`src/rtl/dmm_pkg.sv`:
```
`timescale 1ns / 1ps
// shared types, codes and widths of the dense matrix multiply unit
package dmm_pkg;

   localparam int unsigned MAX_DIM_DEFAULT = 8;

   // field widths
   localparam int unsigned OPC_W   = 2;
   localparam int unsigned IDX_W   = 3;
   localparam int unsigned VAL_W   = 16;
   localparam int unsigned PROD_W  = 2 * VAL_W;
   localparam int unsigned ELEM_W  = 35;
   localparam int unsigned SUM_W   = 41;
   localparam int unsigned DIM_W   = 4;
   localparam int unsigned CSR_IDX_W  = 2;
   localparam int unsigned CSR_DATA_W = DIM_W;

   localparam logic [DIM_W-1:0] DIM_RESET = DIM_W'(8);

   typedef enum logic [OPC_W-1:0] {
      OP_LOAD_A   = 2'd0,
      OP_LOAD_B   = 2'd1,
      OP_MULTIPLY = 2'd2
   } opcode_type;

   typedef enum logic [CSR_IDX_W-1:0] {
      REG_A_ROWS    = 2'd0,
      REG_INNER_DIM = 2'd1,
      REG_B_COLS    = 2'd2
   } csr_reg_type;

   typedef enum logic [1:0] {
      ST_IDLE,
      ST_READ,
      ST_DRAIN
   } state_type;

   // controller to datapath
   typedef struct packed {
      logic             wr_a;
      logic             wr_b;
      logic             rd_en;
      logic [DIM_W-1:0] i;
      logic [DIM_W-1:0] j;
      logic [DIM_W-1:0] t;
      logic             clr_acc;
      logic             clr_total;
      logic             push;
      logic             last;
   } cmd_type;

   // datapath to controller
   typedef struct packed {
      logic pipe_busy;
      logic out_free;
   } status_type;

endpackage

```
`src/rtl/dmm_ctrl.sv`:
```
`timescale 1ns / 1ps
// sequencer of the dense matrix multiply unit: config registers, fsm, loop counters
module dmm_ctrl #(
   parameter int unsigned MAX_DIM = dmm_pkg::MAX_DIM_DEFAULT
) (
   input  logic                               clock,
   input  logic                               reset,
   input  logic                               req_valid,
   output logic                               req_stall,
   input  logic [dmm_pkg::OPC_W-1:0]          req_opcode,
   input  logic [dmm_pkg::IDX_W-1:0]          req_row,
   input  logic [dmm_pkg::IDX_W-1:0]          req_col,
   input  logic                               csr_write_enable,
   input  logic [dmm_pkg::CSR_IDX_W-1:0]      csr_index,
   input  logic [dmm_pkg::CSR_DATA_W-1:0]     csr_data,
   output dmm_pkg::cmd_type                   cmd,
   input  dmm_pkg::status_type                status
);

   localparam int unsigned DIM_W = dmm_pkg::DIM_W;

   dmm_pkg::state_type state_ff, state_in;

   logic [DIM_W-1:0] a_rows_ff, inner_dim_ff, b_cols_ff;
   logic [DIM_W-1:0] i_ff, i_in, j_ff, j_in, t_ff, t_in;
   logic [DIM_W-1:0] m_dim, k_dim, n_dim;
   logic             accept;
   logic             start;
   logic             k_done;
   logic             elem_last;
   logic             row_end;

   // dimensions saturate at the store size
   assign m_dim = (32'(a_rows_ff) > MAX_DIM)    ? DIM_W'(MAX_DIM) : a_rows_ff;
   assign k_dim = (32'(inner_dim_ff) > MAX_DIM) ? DIM_W'(MAX_DIM) : inner_dim_ff;
   assign n_dim = (32'(b_cols_ff) > MAX_DIM)    ? DIM_W'(MAX_DIM) : b_cols_ff;

   assign accept    = req_valid && (state_ff == dmm_pkg::ST_IDLE);
   assign start     = accept && (dmm_pkg::opcode_type'(req_opcode) == dmm_pkg::OP_MULTIPLY)
                      && (m_dim != '0) && (n_dim != '0);
   assign k_done    = (t_ff == k_dim - DIM_W'(1));
   assign row_end   = (j_ff == n_dim - DIM_W'(1));
   assign elem_last = (i_ff == m_dim - DIM_W'(1)) && row_end;

   // next state
   always_comb begin
      state_in = state_ff;
      unique case (state_ff)
         dmm_pkg::ST_IDLE: begin
            if (start) begin
               state_in = (k_dim == '0) ? dmm_pkg::ST_DRAIN : dmm_pkg::ST_READ;
            end
         end
         dmm_pkg::ST_READ: begin
            if (k_done) begin
               state_in = dmm_pkg::ST_DRAIN;
            end
         end
         dmm_pkg::ST_DRAIN: begin
            if (!status.pipe_busy && status.out_free) begin
               if (elem_last) begin
                  state_in = dmm_pkg::ST_IDLE;
               end else begin
                  state_in = (k_dim == '0) ? dmm_pkg::ST_DRAIN : dmm_pkg::ST_READ;
               end
            end
         end
         default: state_in = dmm_pkg::ST_IDLE;
      endcase
   end

   // outputs and counters
   always_comb begin
      cmd       = '0;
      cmd.i     = i_ff;
      cmd.j     = j_ff;
      cmd.t     = t_ff;
      cmd.last  = elem_last;
      i_in      = i_ff;
      j_in      = j_ff;
      t_in      = t_ff;
      req_stall = 1'b1;
      unique case (state_ff)
         dmm_pkg::ST_IDLE: begin
            req_stall = 1'b0;
            if (accept) begin
               unique case (dmm_pkg::opcode_type'(req_opcode))
                  dmm_pkg::OP_LOAD_A: begin
                     cmd.wr_a = ({1'b0, req_row} < m_dim) && ({1'b0, req_col} < k_dim);
                  end
                  dmm_pkg::OP_LOAD_B: begin
                     cmd.wr_b = ({1'b0, req_row} < k_dim) && ({1'b0, req_col} < n_dim);
                  end
                  dmm_pkg::OP_MULTIPLY: begin
                     cmd.clr_acc   = 1'b1;
                     cmd.clr_total = 1'b1;
                     i_in = '0;
                     j_in = '0;
                     t_in = '0;
                  end
                  default: ;
               endcase
            end
         end
         dmm_pkg::ST_READ: begin
            cmd.rd_en = 1'b1;
            t_in      = t_ff + DIM_W'(1);
         end
         dmm_pkg::ST_DRAIN: begin
            if (!status.pipe_busy && status.out_free) begin
               cmd.push = 1'b1;
               t_in     = '0;
               if (row_end) begin
                  j_in = '0;
                  i_in = i_ff + DIM_W'(1);
               end else begin
                  j_in = j_ff + DIM_W'(1);
               end
            end
         end
         default: ;
      endcase
   end

   always_ff @(posedge clock) begin
      if (reset) begin
         state_ff     <= dmm_pkg::ST_IDLE;
         a_rows_ff    <= dmm_pkg::DIM_RESET;
         inner_dim_ff <= dmm_pkg::DIM_RESET;
         b_cols_ff    <= dmm_pkg::DIM_RESET;
         i_ff         <= '0;
         j_ff         <= '0;
         t_ff         <= '0;
      end else begin
         state_ff <= state_in;
         i_ff     <= i_in;
         j_ff     <= j_in;
         t_ff     <= t_in;
         if (csr_write_enable) begin
            unique case (dmm_pkg::csr_reg_type'(csr_index))
               dmm_pkg::REG_A_ROWS:    a_rows_ff    <= csr_data;
               dmm_pkg::REG_INNER_DIM: inner_dim_ff <= csr_data;
               dmm_pkg::REG_B_COLS:    b_cols_ff    <= csr_data;
               default: ;
            endcase
         end
      end
   end

endmodule

```
`src/rtl/dmm_datapath.sv`:
```
`timescale 1ns / 1ps
// datapath of the dense matrix multiply unit: element stores, mac pipeline, result register
module dmm_datapath #(
   parameter int unsigned MAX_DIM = dmm_pkg::MAX_DIM_DEFAULT
) (
   input  logic                                clock,
   input  logic                                reset,
   input  logic [dmm_pkg::IDX_W-1:0]           req_row,
   input  logic [dmm_pkg::IDX_W-1:0]           req_col,
   input  logic signed [dmm_pkg::VAL_W-1:0]    req_value,
   input  dmm_pkg::cmd_type                    cmd,
   output dmm_pkg::status_type                 status,
   output logic                                rsp_valid,
   input  logic                                rsp_stall,
   output logic [dmm_pkg::IDX_W-1:0]           rsp_out_row,
   output logic [dmm_pkg::IDX_W-1:0]           rsp_out_col,
   output logic signed [dmm_pkg::ELEM_W-1:0]   rsp_element_value,
   output logic signed [dmm_pkg::SUM_W-1:0]    rsp_total_sum,
   output logic                                rsp_last
);

   localparam int unsigned DEPTH  = MAX_DIM * MAX_DIM;
   localparam int unsigned AW     = $clog2(DEPTH);
   localparam int unsigned VAL_W  = dmm_pkg::VAL_W;
   localparam int unsigned PROD_W = dmm_pkg::PROD_W;
   localparam int unsigned ELEM_W = dmm_pkg::ELEM_W;
   localparam int unsigned SUM_W  = dmm_pkg::SUM_W;
   localparam int unsigned IDX_W  = dmm_pkg::IDX_W;

   logic [VAL_W-1:0] a_mem_ff [DEPTH];
   logic [VAL_W-1:0] b_mem_ff [DEPTH];

   logic [AW-1:0] wr_addr, a_rd_addr, b_rd_addr;

   logic signed [VAL_W-1:0]  a_rd_ff, b_rd_ff;
   logic signed [PROD_W-1:0] prod_ff;
   logic                     rd_vld_ff, prod_vld_ff;
   logic signed [ELEM_W-1:0] acc_ff, acc_in;
   logic signed [SUM_W-1:0]  total_ff, total_in;
   logic signed [SUM_W-1:0]  acc_wide;

   logic                     rsp_valid_ff;
   logic [IDX_W-1:0]         out_row_ff, out_col_ff;
   logic signed [ELEM_W-1:0] elem_ff;
   logic signed [SUM_W-1:0]  sum_ff;
   logic                     last_ff;

   // row-major addressing, row * MAX_DIM + col
   assign wr_addr   = AW'(32'(req_row) * MAX_DIM + 32'(req_col));
   assign a_rd_addr = AW'(32'(cmd.i) * MAX_DIM + 32'(cmd.t));
   assign b_rd_addr = AW'(32'(cmd.t) * MAX_DIM + 32'(cmd.j));

   always_ff @(posedge clock) begin
      if (cmd.wr_a) begin
         a_mem_ff[wr_addr] <= req_value;
      end
      if (cmd.wr_b) begin
         b_mem_ff[wr_addr] <= req_value;
      end
      if (cmd.rd_en) begin
         a_rd_ff <= a_mem_ff[a_rd_addr];
         b_rd_ff <= b_mem_ff[b_rd_addr];
      end
   end

   // product stage
   always_ff @(posedge clock) begin
      prod_ff <= a_rd_ff * b_rd_ff;
   end

   assign acc_wide = {{(SUM_W-ELEM_W){acc_ff[ELEM_W-1]}}, acc_ff};

   always_comb begin
      acc_in = acc_ff;
      if (cmd.clr_acc || cmd.push) begin
         acc_in = '0;
      end else if (prod_vld_ff) begin
         acc_in = acc_ff + {{(ELEM_W-PROD_W){prod_ff[PROD_W-1]}}, prod_ff};
      end
   end

   always_comb begin
      total_in = total_ff;
      if (cmd.clr_total) begin
         total_in = '0;
      end else if (cmd.push) begin
         total_in = total_ff + acc_wide;
      end
   end

   always_ff @(posedge clock) begin
      acc_ff   <= acc_in;
      total_ff <= total_in;
      if (cmd.push) begin
         out_row_ff <= cmd.i[IDX_W-1:0];
         out_col_ff <= cmd.j[IDX_W-1:0];
         elem_ff    <= acc_ff;
         sum_ff     <= cmd.last ? (total_ff + acc_wide) : '0;
         last_ff    <= cmd.last;
      end
   end

   always_ff @(posedge clock) begin
      if (reset) begin
         rd_vld_ff    <= 1'b0;
         prod_vld_ff  <= 1'b0;
         rsp_valid_ff <= 1'b0;
      end else begin
         rd_vld_ff   <= cmd.rd_en;
         prod_vld_ff <= rd_vld_ff;
         if (cmd.push) begin
            rsp_valid_ff <= 1'b1;
         end else if (!rsp_stall) begin
            rsp_valid_ff <= 1'b0;
         end
      end
   end

   assign status.pipe_busy = rd_vld_ff || prod_vld_ff;
   assign status.out_free  = !rsp_valid_ff || !rsp_stall;

   assign rsp_valid         = rsp_valid_ff;
   assign rsp_out_row       = out_row_ff;
   assign rsp_out_col       = out_col_ff;
   assign rsp_element_value = elem_ff;
   assign rsp_total_sum     = sum_ff;
   assign rsp_last          = last_ff;

endmodule

```
`src/rtl/dense_matrix_multiply_unit.sv`:
```
`timescale 1ns / 1ps
// top level of the dense matrix multiply unit
//
// Multiplies two dense matrices of signed Q8.8 elements and returns C = A*B at full
// Q19.16 precision. Opcode 0 writes one element of A and opcode 1 one element of B
// into stores of MAX_DIM*MAX_DIM entries, addressed row*MAX_DIM+col;
// a load outside the configured a_rows/inner_dim/b_cols bounds is dropped, and
// opcode 3 does nothing. Opcode 2 streams every element of C in row-major order;
// the final response has last set and carries the sum of all elements of C in
// total_sum, which reads zero on every other response. Dimensions above MAX_DIM
// saturate, a zero a_rows or b_cols gives no response, a zero inner_dim gives
// zero elements. Stores power up undefined: only read elements that were loaded.
// Timing: each element of C takes one inner-product step per cycle, set by the
// single read port of each store feeding the one multiplier; its products then
// drain through the read, multiply and accumulate registers before it is handed
// over, and only then does the next element start. A zero inner_dim skips the
// reads. The output register lets the walk go on while a response waits; a stalled
// response holds the walk once the next element is ready. Requests are stalled
// until the whole multiply has been handed over. Configuration registers are to be
// written only while the unit is idle; the unit itself does not enforce this.
module dense_matrix_multiply_unit #(
   parameter int unsigned MAX_DIM = dmm_pkg::MAX_DIM_DEFAULT
) (
   input  logic                                clock,
   input  logic                                reset,
   // request channel
   input  logic                                req_valid,
   output logic                                req_stall,
   input  logic [dmm_pkg::OPC_W-1:0]           req_opcode,
   input  logic [dmm_pkg::IDX_W-1:0]           req_row,
   input  logic [dmm_pkg::IDX_W-1:0]           req_col,
   input  logic signed [dmm_pkg::VAL_W-1:0]    req_value,
   // response channel
   output logic                                rsp_valid,
   input  logic                                rsp_stall,
   output logic [dmm_pkg::IDX_W-1:0]           rsp_out_row,
   output logic [dmm_pkg::IDX_W-1:0]           rsp_out_col,
   output logic signed [dmm_pkg::ELEM_W-1:0]   rsp_element_value,
   output logic signed [dmm_pkg::SUM_W-1:0]    rsp_total_sum,
   output logic                                rsp_last,
   // configuration write port
   input  logic                                csr_write_enable,
   input  logic [dmm_pkg::CSR_IDX_W-1:0]       csr_index,
   input  logic [dmm_pkg::CSR_DATA_W-1:0]      csr_data
);

   dmm_pkg::cmd_type    cmd;
   dmm_pkg::status_type status;

   // sequencer: owns the dimension registers and the i/j/t walk
   dmm_ctrl #(
      .MAX_DIM (MAX_DIM)
   ) u_ctrl (
      .clock            (clock),
      .reset            (reset),
      .req_valid        (req_valid),
      .req_stall        (req_stall),
      .req_opcode       (req_opcode),
      .req_row          (req_row),
      .req_col          (req_col),
      .csr_write_enable (csr_write_enable),
      .csr_index        (csr_index),
      .csr_data         (csr_data),
      .cmd              (cmd),
      .status           (status)
   );

   // stores, read/multiply/accumulate pipeline and response register
   dmm_datapath #(
      .MAX_DIM (MAX_DIM)
   ) u_datapath (
      .clock             (clock),
      .reset             (reset),
      .req_row           (req_row),
      .req_col           (req_col),
      .req_value         (req_value),
      .cmd               (cmd),
      .status            (status),
      .rsp_valid         (rsp_valid),
      .rsp_stall         (rsp_stall),
      .rsp_out_row       (rsp_out_row),
      .rsp_out_col       (rsp_out_col),
      .rsp_element_value (rsp_element_value),
      .rsp_total_sum     (rsp_total_sum),
      .rsp_last          (rsp_last)
   );

   // an element is handed over only after its last product was accumulated
   a_push_after_drain: assert property (@(posedge clock) disable iff (reset)
      cmd.push |-> !status.pipe_busy)
      else $error("element pushed with products still in flight");

   // a pushed element always shows up as a response in the next cycle
   a_push_shows: assert property (@(posedge clock) disable iff (reset)
      cmd.push |=> rsp_valid)
      else $error("pushed element not presented");

   // the running sum is only reported on the final element
   a_sum_on_last: assert property (@(posedge clock) disable iff (reset)
      (rsp_valid && !rsp_last) |-> (rsp_total_sum == '0))
      else $error("total_sum nonzero on a non-final response");

   // stores are never written while a multiply reads them
   a_no_load_in_walk: assert property (@(posedge clock) disable iff (reset)
      cmd.rd_en |-> (!cmd.wr_a && !cmd.wr_b && req_stall))
      else $error("store write during multiply walk");

endmodule
```
`config.mk`:
```
export PLATFORM = sky130hd
export DESIGN_NAME = dense_matrix_multiply_unit
export DESIGN_NICKNAME = d
export VERILOG_FILES = /design/src/rtl/dmm_pkg.sv /design/src/rtl/dmm_ctrl.sv /design/src/rtl/dmm_datapath.sv /design/src/rtl/dense_matrix_multiply_unit.sv
export SDC_FILE = /design/constraint.sdc
export NUM_CORES = 2
export LEC_CHECK = 0
export BUFFER_PORTS_ARGS = -buffer_cell sky130_fd_sc_hd__buf_2
export CORE_MARGIN = 8
export CORE_UTILIZATION = 40
export DETAILED_ROUTE_END_ITERATION = 10
export SYNTH_ARGS = -nofsm -noshare
export SYNTH_HDL_FRONTEND = slang
export SYNTH_SLANG_ARGS = --single-unit
```
`constraint.sdc`:
```
create_clock -name clock -period 7.4 [get_ports clock]
set_input_delay 0.74 -clock clock [delete_from_list [all_inputs] [get_ports clock]]
set_output_delay 0.74 -clock clock [all_outputs]
set_load 0.005 [all_outputs]
```
==> run metrics <==
status=finished clean; drt first pass iters=5; Initial Utilization=40.2%; CTS tree=built; Critical Path AT=7.41 ns; depth of the CTS H-tree=4; hpwl dp=153,000 um; Root Buffer=clkbuf_16; share of cells above drive strength 1=23.0%; post-route antenna net violation count=0; Setup TNS=0 ns; hold buffers post-CTS=0; crit path capture type=flip-flop; sw frac=a little under two fifths; vias per cell=between 5 and 6; post-CTS setup buffer count=0; logic gate share of total power=48.6%; Die Span Y=slightly above 500 um; largest net degree at the start of global routing=106; Net Sw Power=19.5 mW; port bufs=119; hold crit path type=input port to flip-flop; vias in the first global route=50,891; post-route minimum period=6.68 ns; internal power=32.5 mW; post-cts sizing count=0; WL per Instance=26.9 um; die width=slightly above 500 um; First DRT Iteration DRCs=5,188; Max VDD drop=1.32 mV; Rows=183; Floorplan Core Area=249,000 um2; clk slew on worst S/H paths=0.06 ns; CTS sink count=approximately 2,300; CTS buffer count=226; Pleak=37.0 nW; Yosys reg bits=about 2,300; Avg Inst Size Synth=18.9 um2; Hold Fails Final Rpt=0; full die area=266,000 um2; share of the cycle needed by the critical path after routing=90.2%; DRC=0; GP Congestion=0.842; Non-Filler Instances=just over 9,000; grt ovf=0; pwr/cell area=461 nW/um2; Top Ports=120; Synth Flop Type=edfxtp_1; Reg power frac=29.6%; post-synthesis net count=5,768; clock share of power=a little over a fifth; Max-cap violations=0; top fanout value on the critical path=16; Final setup viols=0; sequential element share of the synthesized area=67.7%; CP Class=flip-flop to flip-flop; GRT Total Usage=18.2%; RSZ-0062 raised after global routing=false; WP data required=8.13 ns; slew margin rel.=18.7%; clk_skew=0.0620 ns; vias=roughly 50,000; first-pass GRT wire length=358,000 um; Nets=6,066; Clock Path Buffers=3; DP Cell Count=8,693; Yosys warnings=0; fraction of registers with async set/reset=0%; Netlist Area Pre-Place=approximately 100,000 um2; f_max=roughly 150 MHz; worst-skew pair later-pin latency=0.90 ns; EDFF count, synth=2,163; initial antenna violation count=20; Routed WL=245,000 um; crit start category=flip-flop; Worst Tran Pin Value=1.22 ns; max-slew violation count=0; Area Growth Syn to Fin=12.8%; Synth cell types=80; cells after synthesis=5,293
[metal layers]
layer / routed length (um) / vias up / GRT usage (%)
li1: - / 21343 / -
met1: 108000 / 26726 / 26.4
met2: 116000 / 1659 / 28.9
met3: 16500 / 303 / 3.08
met4: 4700 / 12 / 4.25
met5: 88 / - / 0
[placed cells by master, fill, tap and decap left out, types with 18 or more instances in the layout]
cell type  instances
a21o_1            30
a21oi_1           99
and2_1           137
buf_2            103
buf_4            188
bufinv_16         22
clkbuf_1          43
clkbuf_16        227
clkinv_1          63
clkinv_2          35
dfxtp_1          130
edfxtp_1        2163
fa_1             264
ha_1             174
inv_1            311
mux2i_1           31
mux4_2           672
nand2_1          232
nand2b_1          28
nand3_1           41
nor2_1           279
nor2b_1           18
nor3_1            36
o21a_1            23
o21ai_0           79
xnor2_1           74
xor2_1            32
[metrics by stage]
step / total power [mW] / util, % / setup WS [ns] / hold WS, ns / instance area [um2]
2_1_floorplan: 35.3 / - / 1.45 / 0.406 / 100000
3_3_place_gp: 40.9 / 42.4 / 0.863 / 0.442 / 105000
3_5_place_dp: 41.2 / 42.4 / 0.849 / 0.449 / 105000
4_1_cts: 52.6 / 45.3 / 0.810 / 0.0814 / 113000
5_1_grt: 56.1 / 45.3 / 0.475 / 0.102 / 113000
6_report: 52.0 / 45.4 / 0.723 / 0.147 / 113000
[state kept, by name, indices dropped and copies added, names as in the netlist, 2 cells and up]
| register | count |
|---|---|
| u_ctrl.j_ff | 4 |
| u_ctrl.t_ff | 4 |
| u_datapath.rsp_element_value | 35 |
| u_ctrl.b_cols_ff | 4 |
| u_ctrl.a_rows_ff | 4 |
| u_datapath.b_mem_ff | 1024 |
| u_ctrl.state_ff | 2 |
| u_datapath.b_rd_ff | 16 |
| u_ctrl.i_ff | 4 |
| u_datapath.rsp_total_sum | 41 |
| u_datapath.rsp_out_col | 3 |
| u_ctrl.inner_dim_ff | 4 |
| u_datapath.acc_ff | 35 |
| u_datapath.a_mem_ff | 1024 |
| u_datapath.prod_ff | 32 |
| u_datapath.rsp_out_row | 3 |
| u_datapath.total_ff | 41 |
| u_datapath.a_rd_ff | 16 |
[path summary, 6_finish.rpt]
check                   startpoint                     end  slack, ns  depth (start not counted)
max          u_datapath.a_rd_ff[9]  u_datapath.prod_ff[30]       0.72                         21
min                    csr_data[3]     u_ctrl.a_rows_ff[3]       0.15                          2
max reg2reg  u_datapath.a_rd_ff[9]  u_datapath.prod_ff[30]       0.72                         21
min reg2reg   u_datapath.rd_vld_ff  u_datapath.prod_vld_ff       0.46                          1
[kinds of logic (layout without fill, tap and decap cells)]
kind of cell	Yosys count	after routing	share of synthesized area, %
other	0	6	0
flip-flops	2300	2300	67.7
multiplexers	703	703	15.4
buffers and inverters	543	1034	2.15
AO/OA/AOI/OAI	351	351	2.32
XOR/XNOR	109	109	0.968
AND/OR/NAND/NOR	847	847	3.96
adder cells (fa/ha/maj)	440	440	7.49
[power groups by stage]
stage | clock (mW) | sequential (mW) | combinational [mW]
final | 11.3 | 15.4 | 25.2
after global routing | 12.0 | 15.4 | 28.7
after CTS | 11.6 | 15.4 | 25.6
after detailed placement | 0 | 15.7 | 25.5
after global placement | 0 | 15.7 | 25.2
after floorplan | 0 | 15.4 | 19.9
[Yosys cell counts, drive strengths merged, types with 4 or more instances]
cell type	instances	share of area (%)
edfxtp	2163	65
mux4	672	15
inv	312	1.2
nor2	283	1.1
fa	264	5.3
nand2	232	0.87
ha	176	2.2
clkbuf	143	0.54
and2	137	0.86
dfxtp	137	2.7
a21oi	100	0.50
buf	87	0.43
o21ai	84	0.42
xnor2	74	0.65
nand3	41	0.21
nor3	37	0.19
xor2	34	0.30
mux2i	31	0.31
a21o	30	0.23
nand2b	28	0.18
o21a	23	0.17
nor2b	18	0.11
or3	15	0.094
o21bai	14	0.11
and3	13	0.081
a211oi	10	0.080
a22o	9	0.079
nand3b	9	0.068
nand4	9	0.056
o31ai	9	0.068
o211ai	8	0.065
a21boi	7	0.053
or2	7	0.044
a31oi	6	0.038
a2111oi	5	0.056
a211o	5	0.044
nor3b	5	0.038
a22oi	4	0.030
nand4b	4	0.035
nor4	4	0.025
o22ai	4	0.025
o41ai	4	0.061
[critical path, cell delays in order, from the launching register on]
cell      delay, ns
edfxtp_1       0.70
and2_1         0.32
fa_1           0.53
inv_1          0.05
fa_1           0.46
fa_1           0.51
inv_1          0.06
fa_1           0.48
fa_1           0.49
inv_1          0.05
fa_1           0.47
inv_1          0.04
ha_1           0.36
a21oi_1        0.24
nor2b_1        0.07
a41oi_1        0.30
a21oi_1        0.16
nor2_1         0.19
o21ai_0        0.18
o41ai_1        0.44
o221ai_1       0.22
xor2_1         0.18
[cell type report]
class	instances	area (um2)
fill	21108	136000
sequential	2300	67700
multi-input combinational	2450	30200
clock buffer	271	5860
tap	3330	4170
timing repair buffer	300	2110
clock inverter	150	1490
inverter	313	1180
antenna	6	15.0
Power figures use the tool's default switching activity.
